**src/rtl/plla_pkg.sv**
```systemverilog
`timescale 1ns / 1ps
// ----------------------------------------------------------------------------
// plla_pkg
// Shared types and constants of the lookahead point selector.
// ----------------------------------------------------------------------------
package plla_pkg;

  localparam int CFG_W   = 23;           // width of the radius and time registers
  localparam int TB      = 24;           // fraction bits of the segment parameter t
  localparam int TW      = TB + 1;       // t runs from 0 to 2^TB inclusive
  localparam int ADDR_W  = 5;
  localparam int DATA_W  = 32;

  localparam logic [CFG_W-1:0] FIXED_RST = CFG_W'(19661);
  localparam logic [CFG_W-1:0] SECS_RST  = CFG_W'(65536);
  localparam logic [CFG_W-1:0] MIN_RST   = CFG_W'(13107);
  localparam logic [CFG_W-1:0] MAX_RST   = CFG_W'(65536);

  typedef enum logic [2:0] {
    REG_USE_INTERP   = 3'd0,
    REG_USE_SPEED    = 3'd1,
    REG_FIXED        = 3'd2,
    REG_SECONDS      = 3'd3,
    REG_MIN          = 3'd4,
    REG_MAX          = 3'd5
  } reg_idx_t;

  typedef enum logic [1:0] {
    KIND_CROSS  = 2'd0,
    KIND_INTERP = 2'd1,
    KIND_LAST   = 2'd2
  } kind_t;

  typedef enum logic [3:0] {
    MUL_SX2, MUL_SY2, MUL_SCALE, MUL_R2, MUL_X2, MUL_Y2,
    MUL_DXM, MUL_DYM, MUL_CX2, MUL_CY2
  } mul_sel_t;

  typedef struct packed {
    logic             use_interp;
    logic             use_speed;
    logic [CFG_W-1:0] fixed_r;
    logic [CFG_W-1:0] secs;
    logic [CFG_W-1:0] rmin;
    logic [CFG_W-1:0] rmax;
  } cfg_t;

  typedef struct packed {
    mul_sel_t mul_sel;
    logic     cap_in;
    logic     acc_load;
    logic     acc_add;
    logic     sq_init;
    logic     sq_step;
    logic     rad_load;
    logic     r2_load;
    logic     x_init;
    logic     mid_load;
    logic     candx_load;
    logic     candy_load;
    logic     bis_upd;
    logic     prev_load;
    logic     out_load;
    kind_t    kind;
  } dp_cmd_t;

  typedef struct packed {
    logic sq_last;
    logic ge;
    logic gap_gt1;
  } dp_sts_t;

endpackage

```
**src/rtl/plla_cfg.sv**
```systemverilog
`timescale 1ns / 1ps
// ----------------------------------------------------------------------------
// plla_cfg
// APB register file holding the lookahead settings.
// ----------------------------------------------------------------------------
module plla_cfg import plla_pkg::*; (
  input  logic              clk,
  input  logic              rst_n,
  input  logic              psel,
  input  logic              penable,
  input  logic              pwrite,
  input  logic [ADDR_W-1:0] paddr,
  input  logic [DATA_W-1:0] pwdata,
  output logic [DATA_W-1:0] prdata,
  output logic              pready,
  output cfg_t              cfg
);

  cfg_t     cfg_r;
  reg_idx_t idx;
  logic     wr;

  assign idx    = reg_idx_t'(paddr[ADDR_W-1:2]);
  assign wr     = psel && penable && pwrite;
  assign pready = 1'b1;
  assign cfg    = cfg_r;

  always_ff @(posedge clk) begin
    if (!rst_n) begin
      cfg_r.use_interp <= 1'b1;
      cfg_r.use_speed  <= 1'b1;
      cfg_r.fixed_r    <= FIXED_RST;
      cfg_r.secs       <= SECS_RST;
      cfg_r.rmin       <= MIN_RST;
      cfg_r.rmax       <= MAX_RST;
    end else if (wr) begin
      case (idx)
        REG_USE_INTERP: cfg_r.use_interp <= pwdata[0];
        REG_USE_SPEED:  cfg_r.use_speed  <= pwdata[0];
        REG_FIXED:      cfg_r.fixed_r    <= pwdata[CFG_W-1:0];
        REG_SECONDS:    cfg_r.secs       <= pwdata[CFG_W-1:0];
        REG_MIN:        cfg_r.rmin       <= pwdata[CFG_W-1:0];
        REG_MAX:        cfg_r.rmax       <= pwdata[CFG_W-1:0];
        default: ;
      endcase
    end
  end

  always_comb begin
    case (idx)
      REG_USE_INTERP: prdata = DATA_W'(cfg_r.use_interp);
      REG_USE_SPEED:  prdata = DATA_W'(cfg_r.use_speed);
      REG_FIXED:      prdata = DATA_W'(cfg_r.fixed_r);
      REG_SECONDS:    prdata = DATA_W'(cfg_r.secs);
      REG_MIN:        prdata = DATA_W'(cfg_r.rmin);
      REG_MAX:        prdata = DATA_W'(cfg_r.rmax);
      default:        prdata = '0;
    endcase
  end

endmodule

```
**src/rtl/plla_dp.sv**
```systemverilog
`timescale 1ns / 1ps
// ----------------------------------------------------------------------------
// plla_dp
// Datapath: shared multiplier, norm accumulator, bit-serial square root,
// radius latch, bisection registers and result register.
// ----------------------------------------------------------------------------
module plla_dp import plla_pkg::*; #(
  parameter int COORD_WIDTH = 24
) (
  input  logic                          clk,
  input  cfg_t                          cfg,
  input  dp_cmd_t                       cmd,
  output dp_sts_t                       sts,
  input  logic signed [COORD_WIDTH-1:0] in_pos_x,
  input  logic signed [COORD_WIDTH-1:0] in_pos_y,
  input  logic signed [COORD_WIDTH-1:0] in_speed_x,
  input  logic signed [COORD_WIDTH-1:0] in_speed_y,
  output logic signed [COORD_WIDTH-1:0] out_carrot_x,
  output logic signed [COORD_WIDTH-1:0] out_carrot_y,
  output logic [1:0]                    out_carrot_kind
);

  localparam int W    = COORD_WIDTH;
  localparam int MW   = (W + 1 > TW + 1) ? W + 1 : TW + 1;
  localparam int PW   = 2 * MW;
  localparam int NW   = 2 * W;
  localparam int CMPW = (NW > 2 * CFG_W) ? NW : 2 * CFG_W;
  localparam int SW   = PW - 16;

  logic signed [W-1:0]    x_r, y_r, sx_r, sy_r, prev_x_r, prev_y_r;
  logic signed [W-1:0]    cand_x_r, cand_y_r, res_x_r, res_y_r;
  logic signed [W-1:0]    out_x_r, out_y_r;
  logic [1:0]             out_kind_r;
  logic signed [W:0]      dx_r, dy_r;
  logic signed [PW-1:0]   prod_r;
  logic [NW-1:0]          acc_r, num_r, sqr_r, bit_r;
  logic [CFG_W-1:0]       radius_r;
  logic [2*CFG_W-1:0]     r2_r;
  logic [TW-1:0]          lo_r, hi_r, mid_r;

  logic signed [MW-1:0]   op_a, op_b;
  logic signed [PW-1:0]   mul_out;
  logic signed [PW-1:0]   prod_sh;
  logic signed [W:0]      cand_sum_x, cand_sum_y;
  logic [NW-1:0]          trial;
  logic [SW-1:0]          scaled, lo_clamped, clamped;
  logic [TW-1:0]          gap;

  always_comb begin
    case (cmd.mul_sel)
      MUL_SX2:   begin op_a = MW'(sx_r);           op_b = MW'(sx_r);           end
      MUL_SY2:   begin op_a = MW'(sy_r);           op_b = MW'(sy_r);           end
      MUL_SCALE: begin op_a = MW'(sqr_r[W-1:0]);   op_b = MW'(cfg.secs);       end
      MUL_R2:    begin op_a = MW'(radius_r);       op_b = MW'(radius_r);       end
      MUL_X2:    begin op_a = MW'(x_r);            op_b = MW'(x_r);            end
      MUL_Y2:    begin op_a = MW'(y_r);            op_b = MW'(y_r);            end
      MUL_DXM:   begin op_a = MW'(dx_r);           op_b = MW'(mid_r);          end
      MUL_DYM:   begin op_a = MW'(dy_r);           op_b = MW'(mid_r);          end
      MUL_CX2:   begin op_a = MW'(cand_x_r);       op_b = MW'(cand_x_r);       end
      MUL_CY2:   begin op_a = MW'(cand_y_r);       op_b = MW'(cand_y_r);       end
      default:   begin op_a = '0;                  op_b = '0;                  end
    endcase
  end

  assign mul_out = op_a * op_b;

  // floor(d * t / 2^TB) added to the previous point
  assign prod_sh    = prod_r >>> TB;
  assign cand_sum_x = (W+1)'(prev_x_r) + (W+1)'(prod_sh);
  assign cand_sum_y = (W+1)'(prev_y_r) + (W+1)'(prod_sh);

  assign trial = sqr_r + bit_r;

  assign scaled     = prod_r[PW-1:16];
  assign lo_clamped = (scaled < SW'(cfg.rmin)) ? SW'(cfg.rmin) : scaled;
  assign clamped    = (lo_clamped > SW'(cfg.rmax)) ? SW'(cfg.rmax) : lo_clamped;

  assign gap = hi_r - lo_r;

  assign sts.sq_last = bit_r[0];
  assign sts.ge      = CMPW'(acc_r) >= CMPW'(r2_r);
  assign sts.gap_gt1 = gap > TW'(1);

  always_ff @(posedge clk) begin
    prod_r <= mul_out;
    if (cmd.cap_in) begin
      x_r     <= in_pos_x;
      y_r     <= in_pos_y;
      sx_r    <= in_speed_x;
      sy_r    <= in_speed_y;
      res_x_r <= in_pos_x;
      res_y_r <= in_pos_y;
    end
    if (cmd.acc_load) acc_r <= prod_r[NW-1:0];
    else if (cmd.acc_add) acc_r <= acc_r + prod_r[NW-1:0];
    // one result bit per cycle
    if (cmd.sq_init) begin
      num_r <= acc_r;
      sqr_r <= '0;
      bit_r <= NW'(1) << (NW - 2);
    end else if (cmd.sq_step) begin
      if (num_r >= trial) begin
        num_r <= num_r - trial;
        sqr_r <= (sqr_r >> 1) + bit_r;
      end else begin
        sqr_r <= sqr_r >> 1;
      end
      bit_r <= bit_r >> 2;
    end
    if (cmd.rad_load) radius_r <= cfg.use_speed ? clamped[CFG_W-1:0] : cfg.fixed_r;
    if (cmd.r2_load) r2_r <= mul_out[2*CFG_W-1:0];
    if (cmd.x_init) begin
      dx_r <= (W+1)'(x_r) - (W+1)'(prev_x_r);
      dy_r <= (W+1)'(y_r) - (W+1)'(prev_y_r);
      lo_r <= '0;
      hi_r <= TW'(1) << TB;
    end
    if (cmd.mid_load) mid_r <= (lo_r + hi_r) >> 1;
    if (cmd.candx_load) cand_x_r <= cand_sum_x[W-1:0];
    if (cmd.candy_load) cand_y_r <= cand_sum_y[W-1:0];
    if (cmd.bis_upd) begin
      if (sts.ge) begin
        hi_r    <= mid_r;
        res_x_r <= cand_x_r;
        res_y_r <= cand_y_r;
      end else begin
        lo_r <= mid_r;
      end
    end
    if (cmd.prev_load) begin
      prev_x_r <= x_r;
      prev_y_r <= y_r;
    end
    if (cmd.out_load) begin
      out_x_r    <= res_x_r;
      out_y_r    <= res_y_r;
      out_kind_r <= cmd.kind;
    end
  end

  assign out_carrot_x    = out_x_r;
  assign out_carrot_y    = out_y_r;
  assign out_carrot_kind = out_kind_r;

endmodule

```
**src/rtl/plla_ctrl.sv**
```systemverilog
`timescale 1ns / 1ps
// ----------------------------------------------------------------------------
// plla_ctrl
// Sequencer: path state, radius latch, distance test, bisection and output
// handshake.
// ----------------------------------------------------------------------------
module plla_ctrl import plla_pkg::*; (
  input  logic    clk,
  input  logic    rst_n,
  input  cfg_t    cfg,
  input  logic    in_valid,
  output logic    in_ready,
  input  logic    in_first_point,
  input  logic    in_last_point,
  output logic    out_valid,
  input  logic    out_ready,
  output dp_cmd_t cmd,
  input  dp_sts_t sts
);

  typedef enum logic [4:0] {
    S_IDLE, S_SPD0, S_SPD1, S_SPD2, S_SQI, S_SQ, S_SCL, S_RAD, S_R2,
    S_N0, S_N1, S_N2, S_CMP, S_XLOOP, S_XMX, S_XMY, S_XSX, S_XSY,
    S_XACC, S_XCMP, S_EMIT
  } state_t;

  state_t state_r, state_nxt;
  logic   at_start_r, at_start_nxt;
  logic   done_r, done_nxt;
  logic   start_r, start_nxt;
  logic   last_r, last_nxt;
  kind_t  kind_r, kind_nxt;
  logic   out_valid_r, out_valid_nxt;
  logic   item_start;

  assign in_ready   = (state_r == S_IDLE);
  assign out_valid  = out_valid_r;
  assign item_start = in_first_point || at_start_r;

  always_comb begin
    state_nxt    = state_r;
    at_start_nxt = at_start_r;
    done_nxt     = done_r;
    start_nxt    = start_r;
    last_nxt     = last_r;
    kind_nxt     = kind_r;
    cmd          = '0;
    cmd.mul_sel  = MUL_X2;
    cmd.kind     = kind_r;
    case (state_r)
      S_IDLE: begin
        if (in_valid) begin
          cmd.cap_in   = 1'b1;
          at_start_nxt = in_last_point;
          start_nxt    = item_start;
          last_nxt     = in_last_point;
          if (item_start) begin
            done_nxt  = 1'b0;
            state_nxt = cfg.use_speed ? S_SPD0 : S_RAD;
          end else if (!done_r) begin
            state_nxt = S_N0;
          end
        end
      end
      S_SPD0: begin cmd.mul_sel = MUL_SX2; state_nxt = S_SPD1; end
      S_SPD1: begin cmd.mul_sel = MUL_SY2; cmd.acc_load = 1'b1; state_nxt = S_SPD2; end
      S_SPD2: begin cmd.acc_add = 1'b1; state_nxt = S_SQI; end
      S_SQI:  begin cmd.sq_init = 1'b1; state_nxt = S_SQ; end
      S_SQ: begin
        cmd.sq_step = 1'b1;
        if (sts.sq_last) state_nxt = S_SCL;
      end
      S_SCL:  begin cmd.mul_sel = MUL_SCALE; state_nxt = S_RAD; end
      S_RAD:  begin cmd.rad_load = 1'b1; state_nxt = S_R2; end
      S_R2:   begin cmd.mul_sel = MUL_R2; cmd.r2_load = 1'b1; state_nxt = S_N0; end
      S_N0:   begin cmd.mul_sel = MUL_X2; state_nxt = S_N1; end
      S_N1:   begin cmd.mul_sel = MUL_Y2; cmd.acc_load = 1'b1; state_nxt = S_N2; end
      S_N2:   begin cmd.acc_add = 1'b1; state_nxt = S_CMP; end
      S_CMP: begin
        if (sts.ge) begin
          if (cfg.use_interp && !start_r) begin
            cmd.x_init = 1'b1;
            kind_nxt   = KIND_INTERP;
            state_nxt  = S_XLOOP;
          end else begin
            kind_nxt  = KIND_CROSS;
            state_nxt = S_EMIT;
          end
        end else if (last_r) begin
          kind_nxt  = KIND_LAST;
          state_nxt = S_EMIT;
        end else begin
          cmd.prev_load = 1'b1;
          state_nxt     = S_IDLE;
        end
      end
      S_XLOOP: begin
        if (sts.gap_gt1) begin
          cmd.mid_load = 1'b1;
          state_nxt    = S_XMX;
        end else begin
          state_nxt = S_EMIT;
        end
      end
      S_XMX: begin cmd.mul_sel = MUL_DXM; state_nxt = S_XMY; end
      S_XMY: begin
        cmd.mul_sel    = MUL_DYM;
        cmd.candx_load = 1'b1;
        state_nxt      = S_XSX;
      end
      S_XSX: begin
        cmd.mul_sel    = MUL_CX2;
        cmd.candy_load = 1'b1;
        state_nxt      = S_XSY;
      end
      S_XSY:  begin cmd.mul_sel = MUL_CY2; cmd.acc_load = 1'b1; state_nxt = S_XACC; end
      S_XACC: begin cmd.acc_add = 1'b1; state_nxt = S_XCMP; end
      S_XCMP: begin cmd.bis_upd = 1'b1; state_nxt = S_XLOOP; end
      S_EMIT: begin
        // hold until the output register is free
        if (!out_valid_r || out_ready) begin
          cmd.out_load  = 1'b1;
          cmd.prev_load = 1'b1;
          done_nxt      = 1'b1;
          state_nxt     = S_IDLE;
        end
      end
      default: state_nxt = S_IDLE;
    endcase
    if (cmd.out_load)   out_valid_nxt = 1'b1;
    else if (out_ready) out_valid_nxt = 1'b0;
    else                out_valid_nxt = out_valid_r;
  end

  always_ff @(posedge clk) begin
    if (!rst_n) begin
      state_r     <= S_IDLE;
      at_start_r  <= 1'b1;
      done_r      <= 1'b0;
      start_r     <= 1'b0;
      last_r      <= 1'b0;
      kind_r      <= KIND_CROSS;
      out_valid_r <= 1'b0;
    end else begin
      state_r     <= state_nxt;
      at_start_r  <= at_start_nxt;
      done_r      <= done_nxt;
      start_r     <= start_nxt;
      last_r      <= last_nxt;
      kind_r      <= kind_nxt;
      out_valid_r <= out_valid_nxt;
    end
  end

endmodule

```
**src/rtl/pursuit_lookahead_point_select.sv**
```systemverilog
`timescale 1ns / 1ps
// ----------------------------------------------------------------------------
// pursuit_lookahead_point_select
// Picks the lookahead point of a path for a pure-pursuit follower.
// ----------------------------------------------------------------------------
// Usage:
//   Path points enter on the in_ channel (valid/ready), one per transaction,
//   with the robot speed sampled on the first point of a path. At most one
//   result per path leaves on the out_ channel (valid/ready): the first point
//   on or beyond the lookahead radius, the circle crossing of the segment
//   into it, or the last point if none qualifies. Settings must be written
//   over the APB port while the block is idle; the block does not enforce it.
// Sequence (one point in flight at a time, set by the shared multiplier):
//   plain point: squared norm and radius test, then the result load.
//   path start: radius latch and square first; a speed-scaled radius is
//   preceded by the speed norm, square root (one square-root bit per cycle)
//   and scaling. interpolated crossing: 24 bisection steps after the test.
// Reset (synchronous, rst_n low) restores register defaults and makes the
//   next point a path start; no result is pending.
// A stalled receiver holds the result in the output register; the block
//   keeps accepting points that produce no result and waits before
//   overwriting a result that was not yet taken.
// ----------------------------------------------------------------------------
module pursuit_lookahead_point_select import plla_pkg::*; #(
  parameter int COORD_WIDTH = 24
) (
  input  logic                          clk,
  input  logic                          rst_n,
  input  logic                          psel,
  input  logic                          penable,
  input  logic                          pwrite,
  input  logic [ADDR_W-1:0]             paddr,
  input  logic [DATA_W-1:0]             pwdata,
  output logic [DATA_W-1:0]             prdata,
  output logic                          pready,
  input  logic                          in_valid,
  output logic                          in_ready,
  input  logic signed [COORD_WIDTH-1:0] in_pos_x,
  input  logic signed [COORD_WIDTH-1:0] in_pos_y,
  input  logic                          in_first_point,
  input  logic                          in_last_point,
  input  logic signed [COORD_WIDTH-1:0] in_speed_x,
  input  logic signed [COORD_WIDTH-1:0] in_speed_y,
  output logic                          out_valid,
  input  logic                          out_ready,
  output logic signed [COORD_WIDTH-1:0] out_carrot_x,
  output logic signed [COORD_WIDTH-1:0] out_carrot_y,
  output logic [1:0]                    out_carrot_kind
);

  cfg_t    cfg;
  dp_cmd_t cmd;
  dp_sts_t sts;

  plla_cfg u_cfg (
    .clk     (clk),
    .rst_n   (rst_n),
    .psel    (psel),
    .penable (penable),
    .pwrite  (pwrite),
    .paddr   (paddr),
    .pwdata  (pwdata),
    .prdata  (prdata),
    .pready  (pready),
    .cfg     (cfg)
  );

  plla_ctrl u_ctrl (
    .clk            (clk),
    .rst_n          (rst_n),
    .cfg            (cfg),
    .in_valid       (in_valid),
    .in_ready       (in_ready),
    .in_first_point (in_first_point),
    .in_last_point  (in_last_point),
    .out_valid      (out_valid),
    .out_ready      (out_ready),
    .cmd            (cmd),
    .sts            (sts)
  );

  plla_dp #(.COORD_WIDTH(COORD_WIDTH)) u_dp (
    .clk             (clk),
    .cfg             (cfg),
    .cmd             (cmd),
    .sts             (sts),
    .in_pos_x        (in_pos_x),
    .in_pos_y        (in_pos_y),
    .in_speed_x      (in_speed_x),
    .in_speed_y      (in_speed_y),
    .out_carrot_x    (out_carrot_x),
    .out_carrot_y    (out_carrot_y),
    .out_carrot_kind (out_carrot_kind)
  );

endmodule

```
**config.mk**
```make
export PLATFORM = sky130hd
export DESIGN_NAME = pursuit_lookahead_point_select
export DESIGN_NICKNAME = d
export VERILOG_FILES = /design/src/rtl/plla_pkg.sv /design/src/rtl/plla_cfg.sv /design/src/rtl/plla_dp.sv /design/src/rtl/plla_ctrl.sv /design/src/rtl/pursuit_lookahead_point_select.sv
export SDC_FILE = /design/constraint.sdc
export NUM_CORES = 2
export LEC_CHECK = 0
export ABC_CLOCK_PERIOD_IN_PS = 12400
export BUFFER_PORTS_ARGS = -buffer_cell sky130_fd_sc_hd__buf_4
export CAP_MARGIN = 40
export CORE_ASPECT_RATIO = 2
export CORE_MARGIN = 2
export CORE_UTILIZATION = 60
export CTS_CLUSTER_SIZE = 30
export DETAILED_ROUTE_END_ITERATION = 10
export PLACE_DENSITY = 0.77
export SYNTH_ARGS = -nofsm -noshare
export SYNTH_HDL_FRONTEND = slang
export SYNTH_HIERARCHICAL = 1
export SYNTH_SLANG_ARGS = --single-unit
```
**constraint.sdc**
```tcl
create_clock -name clk -period 12.4 [get_ports clk]
set_input_delay 2.48 -clock clk [delete_from_list [all_inputs] [get_ports clk]]
set_output_delay 2.48 -clock clk [all_outputs]
set_load 0.05 [all_outputs]
```
==> metrics list <==
- The run finished, with violations left.
- The checks that failed: DRC.
- Average footprint of a synthesized cell: 9.49 sq um
- The count of endpoints failing hold in the final timing report came to 0.
- Clock latency of the later-clocked register in the worst-skew pair: 0.74 ns
- In this run, post-CTS hold repair placed 0 buffers.
- Cell with the most instances after synthesis: sky130_fd_sc_hd__inv_1
- Sequential cells were found to cover just under 30% of the synthesized design area.
- By startpoint and endpoint, the worst setup path is classified as reg2reg.
* DRC Markers: 2
* Endpoint arrival time on the critical path: 12.32 ns
* Layout cells sized above 1: 8.50%
* Worst-case reg-to-reg path depth: 33
* Sinks on the clock net: approximately 800
* Number of instances in the synthesized netlist: between 7,000 and 8,000
- Final hold analysis gives a worst-case slack of about 0.42 ns.
* Average wire per standard cell: 25.1 um
- The path with the worst hold slack has its endpoint at u_dp/out_carrot_y[3].
* Full die area: ~0.12 sq mm
* Number of design-rule violations left by the first detailed-router iteration: 4,432
- Counting flops with a built-in enable in the synthesized netlist gives 481.
- Routed wire length: 233,000 um
- By count the netlist is led by sky130_fd_sc_hd__inv_1, sky130_fd_sc_hd__nand2_1, sky130_fd_sc_hd__fa_1, sky130_fd_sc_hd__nor2_1, sky130_fd_sc_hd__ha_1.
* RSZ-0062 raised after global routing: false
* CTS tree: yes
- Clock-pin slew was measured on the worst setup and hold paths at 0.07 ns.
* Setup crit end kind: flip-flop
- Vertical extent of the die: 493 um
- STA puts the critical path data required time at 13.05 ns.
- The most used flip-flop cell after synthesis is sky130_fd_sc_hd__edfxtp_1.
- In this run the critical register-to-register path is launched from u_ctrl/state_r[3].
* Cell types with the largest area share after synthesis: sky130_fd_sc_hd__edfxtp_1, sky130_fd_sc_hd__fa_1, sky130_fd_sc_hd__dfxtp_1, sky130_fd_sc_hd__ha_1, sky130_fd_sc_hd__inv_1
- Fin crit period: between 10 and 15 ns
- Global routing used between 30% and 40% of the available tracks across all layers.
- H-tree depth: 3
- Synth unique cells: 105
- The number of antenna violations at the first check in global routing is 15.
- Global-route wire length before repair: 348,000 um
- Largest stage delay on the critical path: approximately 0.90 ns
- Horiz. Die Dim: 248 um
* Number of setup buffers added after CTS: 0
* Vias in the first global route: 60,900
* Highest-delay cell along the critical path: sky130_fd_sc_hd__dfxtp_1
- Library cell occupying the most area in the post-synthesis netlist: sky130_fd_sc_hd__edfxtp_1
- Entering global routing, the biggest net connects 85 pins.
- Effective utilization at floorplan: between 60% and 70%
* Number of buffers added by the clock tree synthesis step: 75
- Number of warnings issued by yosys: 6
* Final Wtd Congestion: 1.04
* Fin Clk Skew: 0.0878 ns
- NumNets Final: 9,020
- Total negative slack: 0 ns
- Drt pass-1 iters: 9
- Slew at the pin closest to its max-slew limit: 0.975 ns
* Clock root buffer: sky130_fd_sc_hd__clkbuf_16
- In the routed layout, each cell is associated on average with a via count of about 6.3.
- Critical path startpoint category: flip-flop
* Flops & latches, synth: 809
* Final HPWL DP: ~180,000 um
- After synthesis the cells add up to 0.0717 sq mm.
- Gates resized during post-CTS repair numbered 0.
- Share of the cycle needed by the critical path after routing: 94.1%
- The worst pin sits at a relative slew slack of 34.8%.
- Clock Tree Buf Depth: 3
- Final design utilization: 65.6%
* Cell with the most instances on the worst path: sky130_fd_sc_hd__fa_1
- 227 I/O pins were placed.
- The tool flagged a number of max-cap violations equal to 0.
- Share of async-settable or async-resettable flops after synthesis: 0%
- Count of input and output buffers: 205
- Min-Delay Path Class: reg2reg
- Final setup viols: 0
* Final global-route overflow total: 0
* Number of max-slew violations in the final report: 0
* Endpoint of the worst-slack reg-to-reg timing path: u_dp/prod_r[50]
* Area of the core region: 0.119 sq mm
- The area growth from synthesis to layout is 8.63%.
* Yosys top cell area share: 20.2%
- Timing would allow up to 0.0857 GHz.
- Across all register-to-register paths, the minimum setup slack is 0.73 ns.
- Overall via count from detail_route: 58,200
- The worst hold path begins at u_dp/res_y_r[3].
- The floorplan has 179 rows.
* Antenna viol nets, final: 0
- The worst hold path was traced through 0 stages.
- In this run the worst path has a maximum fanout of 23.
==> sequential cells by signal (all words and copies together) (netlist names), 25 cells and up <==
signal and flops:
u_cfg/cfg 94, u_dp/r2_r 46, u_dp/lo_r 25, u_dp/sqr_r 48
u_dp/hi_r 25, u_dp/dy_r 25, u_dp/num_r 48, u_dp/acc_r 48
u_dp/prod_r 52, u_dp/dx_r 25
==> stage by stage <==
| step | std cells | setup slack (ns) | instance area [sq um] |
|---|---|---|---|
| 2_1_floorplan | 7563 | 2.89 | 71700 |
| 3_3_place_gp | 9098 | 1.11 | 74900 |
| 3_5_place_dp | 9112 | 1.01 | 75100 |
| 4_1_cts | 9252 | 0.917 | 77800 |
| 5_1_grt | 9255 | 0.397 | 77800 |
| 6_report | 9260 | 0.729 | 77900 |
==> per-layer routing <==
| metal | GRT usage (%) | part of all wire, % | up-vias |
|---|---|---|---|
| li1 | - | - | 25600 |
| met1 | 37.6 | 31 | 28300 |
| met2 | 65.7 | 49 | 2955 |
| met3 | 7.65 | 7.6 | 1265 |
| met4 | 38.0 | 12 | 14 |
| met5 | 0 | 0.034 | - |
==> cell usage in the layout (no fill, tap or decap), types with 43 or more instances in the layout <==
master	count
sky130_fd_sc_hd__a21oi_1	344
sky130_fd_sc_hd__o21ai_0	225
sky130_fd_sc_hd__nand3_1	83
sky130_fd_sc_hd__dfxtp_1	327
sky130_fd_sc_hd__xor2_1	114
sky130_fd_sc_hd__nand4_1	47
sky130_fd_sc_hd__edfxtp_1	481
sky130_fd_sc_hd__ha_1	524
sky130_fd_sc_hd__o22ai_1	57
sky130_fd_sc_hd__a22oi_1	76
sky130_fd_sc_hd__a21o_1	142
sky130_fd_sc_hd__nor2_1	624
sky130_fd_sc_hd__inv_1	1082
sky130_fd_sc_hd__nand2_1	807
sky130_fd_sc_hd__nand2b_1	63
sky130_fd_sc_hd__nor2b_1	114
sky130_fd_sc_hd__clkbuf_16	78
sky130_fd_sc_hd__nor3_1	119
sky130_fd_sc_hd__buf_4	327
sky130_fd_sc_hd__xnor2_1	191
sky130_fd_sc_hd__o21bai_1	46
sky130_fd_sc_hd__fa_1	701
sky130_fd_sc_hd__o21a_1	43
sky130_fd_sc_hd__a31oi_1	73
sky130_fd_sc_hd__mux2i_1	230
sky130_fd_sc_hd__or2_2	45
==> final cells by class <==
| class | count | area, sq um |
|---|---|---|
| diodes | 6 | 15.0 |
| clock buffers | 86 | 1980 |
| clock inverters | 54 | 689 |
| fillers | 9393 | 40800 |
| repair buffers | 343 | 2740 |
| inverters | 1088 | 4090 |
| multi-input cells | 5336 | 45400 |
| well taps | 1538 | 1920 |
| flip-flops and latches | 809 | 21000 |
==> worst max-delay path by stage <==
| stage | startpoint | endpoint | slack (ns) | depth (start not counted) |
|---|---|---|---|---|
| 6_report | u_ctrl/state_r[3] | u_dp/prod_r[50] | 0.73 | 33 |
| 3_5_place_dp | u_ctrl/state_r[1] | u_dp/prod_r[50] | 1.01 | 34 |
| 5_1_grt | u_ctrl/state_r[1] | u_dp/prod_r[50] | 0.40 | 34 |
| 3_3_place_gp | u_ctrl/state_r[1] | u_dp/prod_r[50] | 1.11 | 34 |
| 2_1_floorplan | u_ctrl/state_r[1] | u_dp/r2_r[44] | 2.89 | 37 |
| 4_1_cts | u_ctrl/state_r[1] | u_dp/prod_r[50] | 0.92 | 34 |
==> critical path: cells and delay by family, from the launching register on <==
kind | cells | cell delay (ns)
adder cells (fa/ha/maj) | 8 | 3.91
AO/OA/AOI/OAI | 8 | 2.38
XOR/XNOR | 1 | 0.15
flip-flops | 1 | 0.90
multiplexers | 1 | 0.26
buffers and inverters | 6 | 1.60
AND/OR/NAND/NOR | 9 | 2.32
==> cells by family (layout without fill, tap and decap cells) <==
group	count (synthesis)	after routing	synth area share, %
and+or+nand+nor	2099	2099	13.2
buffers and inverters	1418	1571	7.78
AOI/OAI and AO/OA	1390	1390	12.9
adders and majority gates	1225	1225	28.7
DFF	809	809	29.3
xor gates and xnor gates	306	306	3.74
muxes	305	305	4.41
other	3	17	0.0157
Power is not shown: default switching activity piles up to over one toggle a cycle in this logic, so the estimate is an artifact.
